--- config.mk ---
export PLATFORM = sky130hd
export DESIGN_NAME = nfa_subset_transition_engine
export DESIGN_NICKNAME = d
export VERILOG_FILES = /design/src/rtl/nfa_sc_pkg.sv /design/src/rtl/nfa_sc_ram.sv /design/src/rtl/nfa_subset_transition_engine.sv
export SDC_FILE = /design/constraint.sdc
export NUM_CORES = 2
export LEC_CHECK = 0
export BUFFER_PORTS_ARGS = -buffer_cell sky130_fd_sc_hd__buf_2
export CAP_MARGIN = 0
export CORE_MARGIN = 2
export CORE_UTILIZATION = 40
export DETAILED_ROUTE_END_ITERATION = 8
export PLACE_DENSITY = 0.59
export SYNTH_ARGS = -nofsm -noshare
export SYNTH_HDL_FRONTEND = slang
export SYNTH_SLANG_ARGS = --single-unit
--- constraint.sdc ---
create_clock -name clk -period 8.2 [get_ports clk]
set_clock_uncertainty 0.05 [all_clocks]
set_input_delay 1.23 -clock clk [delete_from_list [all_inputs] [get_ports clk]]
set_output_delay 1.23 -clock clk [all_outputs]
set_load 0.005 [all_outputs]
--- src/rtl/nfa_sc_pkg.sv ---
`timescale 1ns / 1ps
`default_nettype none

package nfa_sc_pkg;

    // Default sizes of the automaton.
    localparam int NFA_STATES_DEF = 8;
    localparam int SYMBOLS_DEF    = 16;

    // Fixed field widths on the ports.
    localparam int CMD_W      = 2;
    localparam int STATE_W    = 3;
    localparam int SYMBOL_W   = 4;
    localparam int SET_W      = 8;
    localparam int CFG_IDX_W  = 1;
    localparam int CFG_DATA_W = 8;

    // Command codes carried by an input item.
    typedef enum logic [CMD_W-1:0] {
        CMD_ADD_SYM = 2'd0,
        CMD_ADD_EPS = 2'd1,
        CMD_QUERY   = 2'd2
    } cmd_t;

    // Configuration register indexes.
    typedef enum logic [CFG_IDX_W-1:0] {
        CFG_START_STATE = 1'b0,
        CFG_ACCEPT_MASK = 1'b1
    } cfg_idx_t;

    // Sequencer states.
    typedef enum logic [2:0] {
        ST_CLEAR,
        ST_IDLE,
        ST_ADD,
        ST_GATHER,
        ST_CLOSE,
        ST_DONE
    } fsm_t;

endpackage

`default_nettype wire

--- src/rtl/nfa_sc_ram.sv ---
`timescale 1ns / 1ps
`default_nettype none

module nfa_sc_ram #(
    parameter int WIDTH = nfa_sc_pkg::NFA_STATES_DEF,
    parameter int DEPTH = nfa_sc_pkg::NFA_STATES_DEF * nfa_sc_pkg::SYMBOLS_DEF,
    parameter int AW    = (DEPTH > 1) ? $clog2(DEPTH) : 1
) (
    input  wire logic             clk,
    input  wire logic             wr_en,
    input  wire logic [AW-1:0]    wr_addr,
    input  wire logic [WIDTH-1:0] wr_data,
    input  wire logic             rd_en,
    input  wire logic [AW-1:0]    rd_addr,
    output logic      [WIDTH-1:0] rd_data
);

    logic [WIDTH-1:0] mem [DEPTH];

    // One write port and one registered read port.
    always_ff @(posedge clk)
    begin
        if (wr_en)
        begin
            mem[wr_addr] <= wr_data;
        end
        if (rd_en)
        begin
            rd_data <= mem[rd_addr];
        end
    end

endmodule

`default_nettype wire

--- src/rtl/nfa_subset_transition_engine.sv ---
`timescale 1ns / 1ps
`default_nettype none

// Subset-construction step engine for an NFA of NFA_STATES states over SYMBOLS
// symbols. Symbol transitions live in a single-port-read, single-port-write RAM
// of NFA_STATES*SYMBOLS rows (one next-state mask per state and symbol); epsilon
// transitions live in a small flop table. After reset the RAM is swept clear, one
// row per cycle, and no item is accepted meanwhile; configuration writes are
// taken at any time. An epsilon add is written straight into the flop table;
// a symbol add reads the row, then writes it back with the new bit. A query
// reads one RAM row per NFA state through the one read port (skipped when the
// symbol is out of range), then runs NFA_STATES closure rounds over the epsilon
// table, then loads the output register once it is free. The engine handles
// one item at a time; a finished result waits in the output register while
// the next item is taken. DFA states are subset bitmasks and the empty set is
// the dead state.
module nfa_subset_transition_engine #(
    parameter int NFA_STATES = nfa_sc_pkg::NFA_STATES_DEF,
    parameter int SYMBOLS    = nfa_sc_pkg::SYMBOLS_DEF
) (
    input  wire logic                                clk,
    input  wire logic                                rst_n,
    // Configuration write channel
    input  wire logic                                cfg_valid,
    output logic                                     cfg_ready,
    input  wire logic [nfa_sc_pkg::CFG_IDX_W-1:0]    cfg_index,
    input  wire logic [nfa_sc_pkg::CFG_DATA_W-1:0]   cfg_data,
    // Input item channel
    input  wire logic                                in_valid,
    output logic                                     in_stall,
    input  wire logic [nfa_sc_pkg::CMD_W-1:0]        command,
    input  wire logic [nfa_sc_pkg::STATE_W-1:0]      nfa_state,
    input  wire logic [nfa_sc_pkg::SYMBOL_W-1:0]     symbol,
    input  wire logic [nfa_sc_pkg::STATE_W-1:0]      target_state,
    input  wire logic [nfa_sc_pkg::SET_W-1:0]        state_set,
    // Result item channel
    output logic                                     out_valid,
    input  wire logic                                out_stall,
    output logic      [nfa_sc_pkg::SET_W-1:0]        next_set,
    output logic                                     next_accepts,
    output logic                                     from_accepts,
    output logic      [nfa_sc_pkg::SET_W-1:0]        start_set
);

    localparam int W     = NFA_STATES;
    localparam int DEPTH = NFA_STATES * SYMBOLS;
    localparam int AW    = (DEPTH > 1) ? $clog2(DEPTH) : 1;
    localparam int RW    = (W > 1) ? $clog2(W) : 1;
    localparam int SET_W = nfa_sc_pkg::SET_W;
    localparam int ST_W  = nfa_sc_pkg::STATE_W;

    nfa_sc_pkg::fsm_t state_reg, state_next;

    logic [AW-1:0]    clr_cnt_reg, clr_cnt_next;
    logic [AW-1:0]    addr_reg, addr_next;
    logic [RW-1:0]    row_reg, row_next;
    logic [RW-1:0]    round_reg, round_next;
    logic [W-1:0]     query_reg, query_next;
    logic [W-1:0]     cur_reg, cur_next;
    logic [W-1:0]     start_cur_reg, start_cur_next;
    logic [W-1:0]     bit_reg, bit_next;
    logic             from_acc_reg, from_acc_next;
    logic [W-1:0]     eps_reg [W];

    logic [ST_W-1:0]  start_state_reg;
    logic [SET_W-1:0] accept_mask_reg;

    logic             out_valid_reg;
    logic [SET_W-1:0] next_set_reg;
    logic             next_acc_reg;
    logic             from_out_reg;
    logic [SET_W-1:0] start_set_reg;

    // RAM port signals
    logic             rd_en;
    logic [AW-1:0]    rd_addr;
    logic [W-1:0]     rd_data;
    logic             wr_en;
    logic [AW-1:0]    wr_addr;
    logic [W-1:0]     wr_data;

    // Decoded input item
    logic               in_fire;
    logic               out_free;
    logic               src_ok, dst_ok, sym_ok;
    logic [31:0]        in_addr_full;
    logic [31:0]        sym_addr_full;
    logic [AW-1:0]      in_addr;
    logic [AW-1:0]      sym_addr;
    logic [AW-1:0]      addr_step;
    logic [RW+ST_W-1:0] src_pad;
    logic [RW-1:0]      src_idx;
    logic [W+SET_W-1:0] set_pad;
    logic [W-1:0]       in_set;
    logic [W+SET_W-1:0] acc_pad;
    logic [W-1:0]       acc_set;
    logic [W-1:0]       dst_onehot;
    logic [W-1:0]       start_onehot;
    logic [W-1:0]       row_data;
    logic [W-1:0]       cur_grow;
    logic [W-1:0]       start_grow;
    logic [W+SET_W-1:0] cur_pad;
    logic [W+SET_W-1:0] start_pad;

    // Symbol transition table.
    nfa_sc_ram #(
        .WIDTH (W),
        .DEPTH (DEPTH),
        .AW    (AW)
    ) u_sym_ram (
        .clk     (clk),
        .wr_en   (wr_en),
        .wr_addr (wr_addr),
        .wr_data (wr_data),
        .rd_en   (rd_en),
        .rd_addr (rd_addr),
        .rd_data (rd_data)
    );

    // Handshakes.
    assign cfg_ready = 1'b1;
    assign in_stall  = (state_reg != nfa_sc_pkg::ST_IDLE);
    assign in_fire   = in_valid && !in_stall;
    assign out_free  = !out_valid_reg || !out_stall;

    // Range checks and address of the input item.
    assign src_ok        = int'(nfa_state) < W;
    assign dst_ok        = int'(target_state) < W;
    assign sym_ok        = int'(symbol) < SYMBOLS;
    assign in_addr_full  = 32'(nfa_state) * 32'(SYMBOLS) + 32'(symbol);
    assign sym_addr_full = 32'(symbol);
    assign in_addr       = in_addr_full[AW-1:0];
    assign sym_addr      = sym_addr_full[AW-1:0];
    assign addr_step     = addr_reg + AW'(SYMBOLS);
    assign src_pad       = {{RW{1'b0}}, nfa_state};
    assign src_idx       = src_pad[RW-1:0];

    // Bits at or above NFA_STATES are dropped from the sets.
    assign set_pad = {{W{1'b0}}, state_set};
    assign in_set  = set_pad[W-1:0];
    assign acc_pad = {{W{1'b0}}, accept_mask_reg};
    assign acc_set = acc_pad[W-1:0];

    // One-hot decode of the target and start states.
    always_comb
    begin
        for (int i = 0; i < W; i++)
        begin
            dst_onehot[i]   = (int'(target_state) == i);
            start_onehot[i] = (int'(start_state_reg) == i);
        end
    end

    // One closure round for the successor and for the start set.
    always_comb
    begin
        cur_grow   = cur_reg;
        start_grow = start_cur_reg;
        for (int s = 0; s < W; s++)
        begin
            if (cur_reg[s])
            begin
                cur_grow = cur_grow | eps_reg[s];
            end
            if (start_cur_reg[s])
            begin
                start_grow = start_grow | eps_reg[s];
            end
        end
    end

    // The row just read counts only if its state is in the queried subset.
    assign row_data = query_reg[row_reg] ? rd_data : '0;

    // Next state of the sequencer.
    always_comb
    begin
        state_next = state_reg;
        case (state_reg)
            nfa_sc_pkg::ST_CLEAR:
            begin
                if (clr_cnt_reg == AW'(DEPTH - 1))
                begin
                    state_next = nfa_sc_pkg::ST_IDLE;
                end
            end
            nfa_sc_pkg::ST_IDLE:
            begin
                if (in_fire)
                begin
                    if (command == nfa_sc_pkg::CMD_ADD_SYM)
                    begin
                        if (src_ok && dst_ok && sym_ok)
                        begin
                            state_next = nfa_sc_pkg::ST_ADD;
                        end
                    end
                    else if (command == nfa_sc_pkg::CMD_QUERY)
                    begin
                        state_next = sym_ok ? nfa_sc_pkg::ST_GATHER : nfa_sc_pkg::ST_CLOSE;
                    end
                end
            end
            nfa_sc_pkg::ST_ADD:
            begin
                state_next = nfa_sc_pkg::ST_IDLE;
            end
            nfa_sc_pkg::ST_GATHER:
            begin
                if (row_reg == RW'(W - 1))
                begin
                    state_next = nfa_sc_pkg::ST_CLOSE;
                end
            end
            nfa_sc_pkg::ST_CLOSE:
            begin
                if (round_reg == RW'(W - 1))
                begin
                    state_next = nfa_sc_pkg::ST_DONE;
                end
            end
            nfa_sc_pkg::ST_DONE:
            begin
                if (out_free)
                begin
                    state_next = nfa_sc_pkg::ST_IDLE;
                end
            end
            default:
            begin
                state_next = nfa_sc_pkg::ST_IDLE;
            end
        endcase
    end

    // RAM port control.
    always_comb
    begin
        rd_en   = 1'b0;
        rd_addr = addr_step;
        wr_en   = 1'b0;
        wr_addr = addr_reg;
        wr_data = rd_data | bit_reg;
        case (state_reg)
            nfa_sc_pkg::ST_CLEAR:
            begin
                wr_en   = 1'b1;
                wr_addr = clr_cnt_reg;
                wr_data = '0;
            end
            nfa_sc_pkg::ST_IDLE:
            begin
                rd_en   = in_fire;
                rd_addr = (command == nfa_sc_pkg::CMD_QUERY) ? sym_addr : in_addr;
            end
            nfa_sc_pkg::ST_ADD:
            begin
                wr_en = 1'b1;
            end
            nfa_sc_pkg::ST_GATHER:
            begin
                rd_en = (row_reg != RW'(W - 1));
            end
            default:
            begin
                rd_en = 1'b0;
            end
        endcase
    end

    // Datapath next values.
    always_comb
    begin
        clr_cnt_next   = clr_cnt_reg;
        addr_next      = addr_reg;
        row_next       = row_reg;
        round_next     = round_reg;
        query_next     = query_reg;
        cur_next       = cur_reg;
        start_cur_next = start_cur_reg;
        bit_next       = bit_reg;
        from_acc_next  = from_acc_reg;
        case (state_reg)
            nfa_sc_pkg::ST_CLEAR:
            begin
                clr_cnt_next = clr_cnt_reg + 1'b1;
            end
            nfa_sc_pkg::ST_IDLE:
            begin
                if (in_fire)
                begin
                    if (command == nfa_sc_pkg::CMD_QUERY)
                    begin
                        addr_next      = sym_addr;
                        query_next     = in_set;
                        from_acc_next  = |(in_set & acc_set);
                        cur_next       = '0;
                        start_cur_next = start_onehot;
                        row_next       = '0;
                        round_next     = '0;
                    end
                    else
                    begin
                        addr_next = in_addr;
                        bit_next  = dst_onehot;
                    end
                end
            end
            nfa_sc_pkg::ST_GATHER:
            begin
                cur_next  = cur_reg | row_data;
                row_next  = row_reg + 1'b1;
                addr_next = addr_step;
            end
            nfa_sc_pkg::ST_CLOSE:
            begin
                cur_next       = cur_grow;
                start_cur_next = start_grow;
                round_next     = round_reg + 1'b1;
            end
            default:
            begin
                cur_next = cur_reg;
            end
        endcase
    end

    // Sequencer and datapath registers.
    always_ff @(posedge clk or negedge rst_n)
    begin
        if (!rst_n)
        begin
            state_reg   <= nfa_sc_pkg::ST_CLEAR;
            clr_cnt_reg <= '0;
        end
        else
        begin
            state_reg   <= state_next;
            clr_cnt_reg <= clr_cnt_next;
        end
    end

    always_ff @(posedge clk)
    begin
        addr_reg      <= addr_next;
        row_reg       <= row_next;
        round_reg     <= round_next;
        query_reg     <= query_next;
        cur_reg       <= cur_next;
        start_cur_reg <= start_cur_next;
        bit_reg       <= bit_next;
        from_acc_reg  <= from_acc_next;
    end

    // Epsilon table, cleared at reset.
    always_ff @(posedge clk or negedge rst_n)
    begin
        if (!rst_n)
        begin
            for (int i = 0; i < W; i++)
            begin
                eps_reg[i] <= '0;
            end
        end
        else if (in_fire && (command == nfa_sc_pkg::CMD_ADD_EPS) && src_ok && dst_ok)
        begin
            eps_reg[src_idx] <= eps_reg[src_idx] | dst_onehot;
        end
    end

    // Configuration registers.
    always_ff @(posedge clk or negedge rst_n)
    begin
        if (!rst_n)
        begin
            start_state_reg <= '0;
            accept_mask_reg <= '0;
        end
        else if (cfg_valid && cfg_ready)
        begin
            case (cfg_index)
                nfa_sc_pkg::CFG_START_STATE: start_state_reg <= cfg_data[ST_W-1:0];
                nfa_sc_pkg::CFG_ACCEPT_MASK: accept_mask_reg <= cfg_data[SET_W-1:0];
                default:                     start_state_reg <= start_state_reg;
            endcase
        end
    end

    // Result register, loaded when the query completes and the slot is free.
    assign cur_pad   = {{SET_W{1'b0}}, cur_reg};
    assign start_pad = {{SET_W{1'b0}}, start_cur_reg};

    always_ff @(posedge clk or negedge rst_n)
    begin
        if (!rst_n)
        begin
            out_valid_reg <= 1'b0;
        end
        else if ((state_reg == nfa_sc_pkg::ST_DONE) && out_free)
        begin
            out_valid_reg <= 1'b1;
        end
        else if (!out_stall)
        begin
            out_valid_reg <= 1'b0;
        end
    end

    always_ff @(posedge clk)
    begin
        if ((state_reg == nfa_sc_pkg::ST_DONE) && out_free)
        begin
            next_set_reg  <= cur_pad[SET_W-1:0];
            next_acc_reg  <= |(cur_reg & acc_set);
            from_out_reg  <= from_acc_reg;
            start_set_reg <= start_pad[SET_W-1:0];
        end
    end

    assign out_valid    = out_valid_reg;
    assign next_set     = next_set_reg;
    assign next_accepts = next_acc_reg;
    assign from_accepts = from_out_reg;
    assign start_set    = start_set_reg;

endmodule

`default_nettype wire

==> results by group <==
Run status
  • Outcome: finished, final reports clean

Worst setup path
  • Worst path required time: 8540 ps
  • FF-to-FF End: u_sym_ram.rd_data[6]
  • Critical path fanouts, max: 87
  • WP data arrival: 5710 ps
  • CP startpoint kind: flip-flop
  • Flop-to-flop setup slack: around 2800 ps
  • Critical Path End: u_sym_ram.rd_data[6]
  • Critical path type: flip-flop to flip-flop
  • Reg-to-Reg Start: state_reg[1]
  • Worst setup startpoint: state_reg[1]
  • Reg2reg path depth: 9
  • CP Capture Type: flip-flop

Synthesis
  • Syn Std Cell Area: 48300 um2
  • Sequential share of the synthesized area: approximately 73%
  • Xor-xnor portion of the synthesized cell area: 0.127%
  • Adder-Cell Fraction of Synth Area: 0.155%
  • Synth warnings: 0
  • Largest family of logic cells by synthesized area: simple AND/OR/NAND/NOR gates
  • Synthesized net count: 3708
  • Seq cells post-synth: 1182
  • Post-Synthesis Cells: 3668
  • Compound-cell area share of the yosys netlist: 5.93%
  • EDFF count, synth: 1096
  • Async S/R FF share, synth: 7.28%
  • Mux share of post-synthesis cell area: ~3.8%
  • Synth Flop Type: edfxtp_1
  • Synth Area in Simple Gates: 15.1%
  • Netlist cell types: 70
  • Avg Cell Area, Syn: 13.2 um2

Die
  • I/O pins: 55
  • Die height: 351 um
  • Die X: 351 um
  • Starting density of the core: 40.3%
  • Site row count: 127
  • Core area: 120000 um2
  • Die Area: 123000 um2

Clocking
  • Setup bufs post-CTS: 0
  • Root Driver: clkbuf_16
  • Num CTS Buffers: 119
  • Clock Latency Late Sink: just over 700 ps
  • CTS tree: yes
  • Clock-pin slew on the worst setup and hold paths: 60 ps
  • CTS H-Tree Depth: 3
  • CTS resizes: 0
  • Longest Clk Path Bufs: 3
  • Cts hold-fix bufs: 0
  • Clk sinks: 1182

Placement
  • PortBufs: 53
  • Placed Cells incl. Taps: 5183
  • Post-DP HPWL: just over 80 mm
  • Gp weighted congestion: around 0.9

Detailed routing
  • Remaining DRCs: 0
  • TritonRoute pass-1 iters: 6
  • Routed length per instance: 25.2 um
  • Total number of vias: around 31k
  • Routed vias/inst: about 5.7
  • DRT iter0 DRCs: 3824
  • Final wirelength: 136 mm
  • Number of routed nets with antenna violations: 0

Power
  • Seq pwr share: between 50% and 60%
  • Clock power share: 44.5%
  • Peak supply drop: 0.175 mV
  • Switching pwr: 2.36 mW
  • Static Leak: 17.4 nW
  • Comb power frac: 0.6%
  • Internal: around 9.5 mW
  • Sw frac: 19.8%
  • Power Dens Cells: 220 nW/um2

Final layout
  • # nets final: ~3.7k
  • Largest register FFs: 1024
  • Most frequent cells in the layout: 1096 x edfxtp_1, 906 x nand2_1, 355 x nand3_1
  • Core Util, Final: 45.0%
  • Final Non-Filler Cells: 5405
  • Commonest non-fill, non-tap cell in the layout: edfxtp_1
  • Area Overhead vs Synth: 11.8%
  • Fraction of layout cells with a size suffix above 1: 10.6%

Timing
  • Slew @ Worst Pin: 1190 ps
  • Final setup viols: 0
  • Tcrit/Tclk final: about two thirds
  • Hold violation count in the final report: 0
  • Final slew viol count: 0
  • RSZ-0062 raised after global routing: no
  • F_max: 186 MHz
  • Period minus WS final: 5370 ps
  • Setup TNS: 0 ps
  • Slew margin rel.: 20.0%

Global routing
  • Initial antenna violation count: 2
  • Vias in the first global route: 29.0k
  • Pin count of the biggest net entering global routing: 188
  • First-pass GRT wire length: 198 mm
  • GRT overflow: 0
  • Gr usage total: 21.7%

Run
  • Number of max-cap violations: 0

Min path
  • Min-Delay Path Class: flip-flop to flip-flop
[worst max-delay path: stages, from the launching register on]
cell       delay, ps
dfrtp_1          580
nor3b_4          670
inv_2            340
mux2_8           730
buf_4            830
nand3_1          170
nand3_1          210
a2111oi_2         90
nor4_1          1030
a211oi_2         160
[cell type report]
cell class	instances	area (um2)
multi-input combinational	2259	12300
antenna	1	2.50
tap	1612	2020
fill	10756	65900
clock inverter	58	429
inverter	10	37.5
clock buffer	163	3330
sequential	1182	35100
timing repair buffer	120	796
[layer usage]
layer | track usage [%] | wire length, um | part of all wire, %
met3 | 3.74 | 11600 | 8.5
met4 | 6.72 | 4320 | 3.2
met1 | 30.6 | 56900 | 42
met2 | 34.4 | 63500 | 47
met5 | 0 | 0 | 0
[per-stage QoR]
| step | worst slack [ps] | hold WS, ps | power (mW) | instance area, um2 |
|---|---|---|---|---|
| finish | 2830 | 371 | 11.9 | 54000 |
| global route | 2680 | 376 | 12.2 | 54000 |
| CTS | 2860 | 371 | 11.9 | 54000 |
| detailed placement | 2500 | 357 | 6.71 | 50200 |
| global placement | 2570 | 356 | 6.71 | 50200 |
| floorplan | 3110 | 350 | 6.67 | 48300 |
[worst min path at each step]
stage                 start      endpoint  slack, ps  depth (start not counted)
6_report       from_acc_reg  from_accepts        370                          0
5_1_grt        from_acc_reg  from_accepts        380                          0
4_1_cts        from_acc_reg  from_accepts        370                          0
3_5_place_dp   from_acc_reg  from_accepts        360                          0
3_3_place_gp   from_acc_reg  from_accepts        360                          0
2_1_floorplan  from_acc_reg  from_accepts        350                          0
[synth_stat cells (all sizes together), types with 43 or more instances]
master     n  area (um2)
edfxtp  1096       32900
nand2    907        3400
nand3    355        1780
nor2     216         811
a21oi    159         800
buf      127         698
clkbuf    90         338
dfrtp     86        2150
a31oi     65         407
and3      62         388
mux4      48        1080
a22oi     43         323
[cells by family after synthesis]
| logic type | after synthesis |
|---|---|
| mux | 120 |
| other cells | 1 |
| flops | 1182 |
| compound gates | 444 |
| simple gates | 1681 |
| xor+xnor | 7 |
| buf+inv | 227 |
| fa+ha+maj | 6 |
[power by group through the flow]
stage	logic [mW]	clock network, mW	registers [mW]
6_report	0.0736	5.29	6.51
5_1_grt	0.0812	5.58	6.51
4_1_cts	0.0743	5.35	6.51
3_5_place_dp	0.0739	0	6.64
3_3_place_gp	0.0733	0	6.64
2_1_floorplan	0.0379	0	6.63
Power figures use the tool's default switching activity.
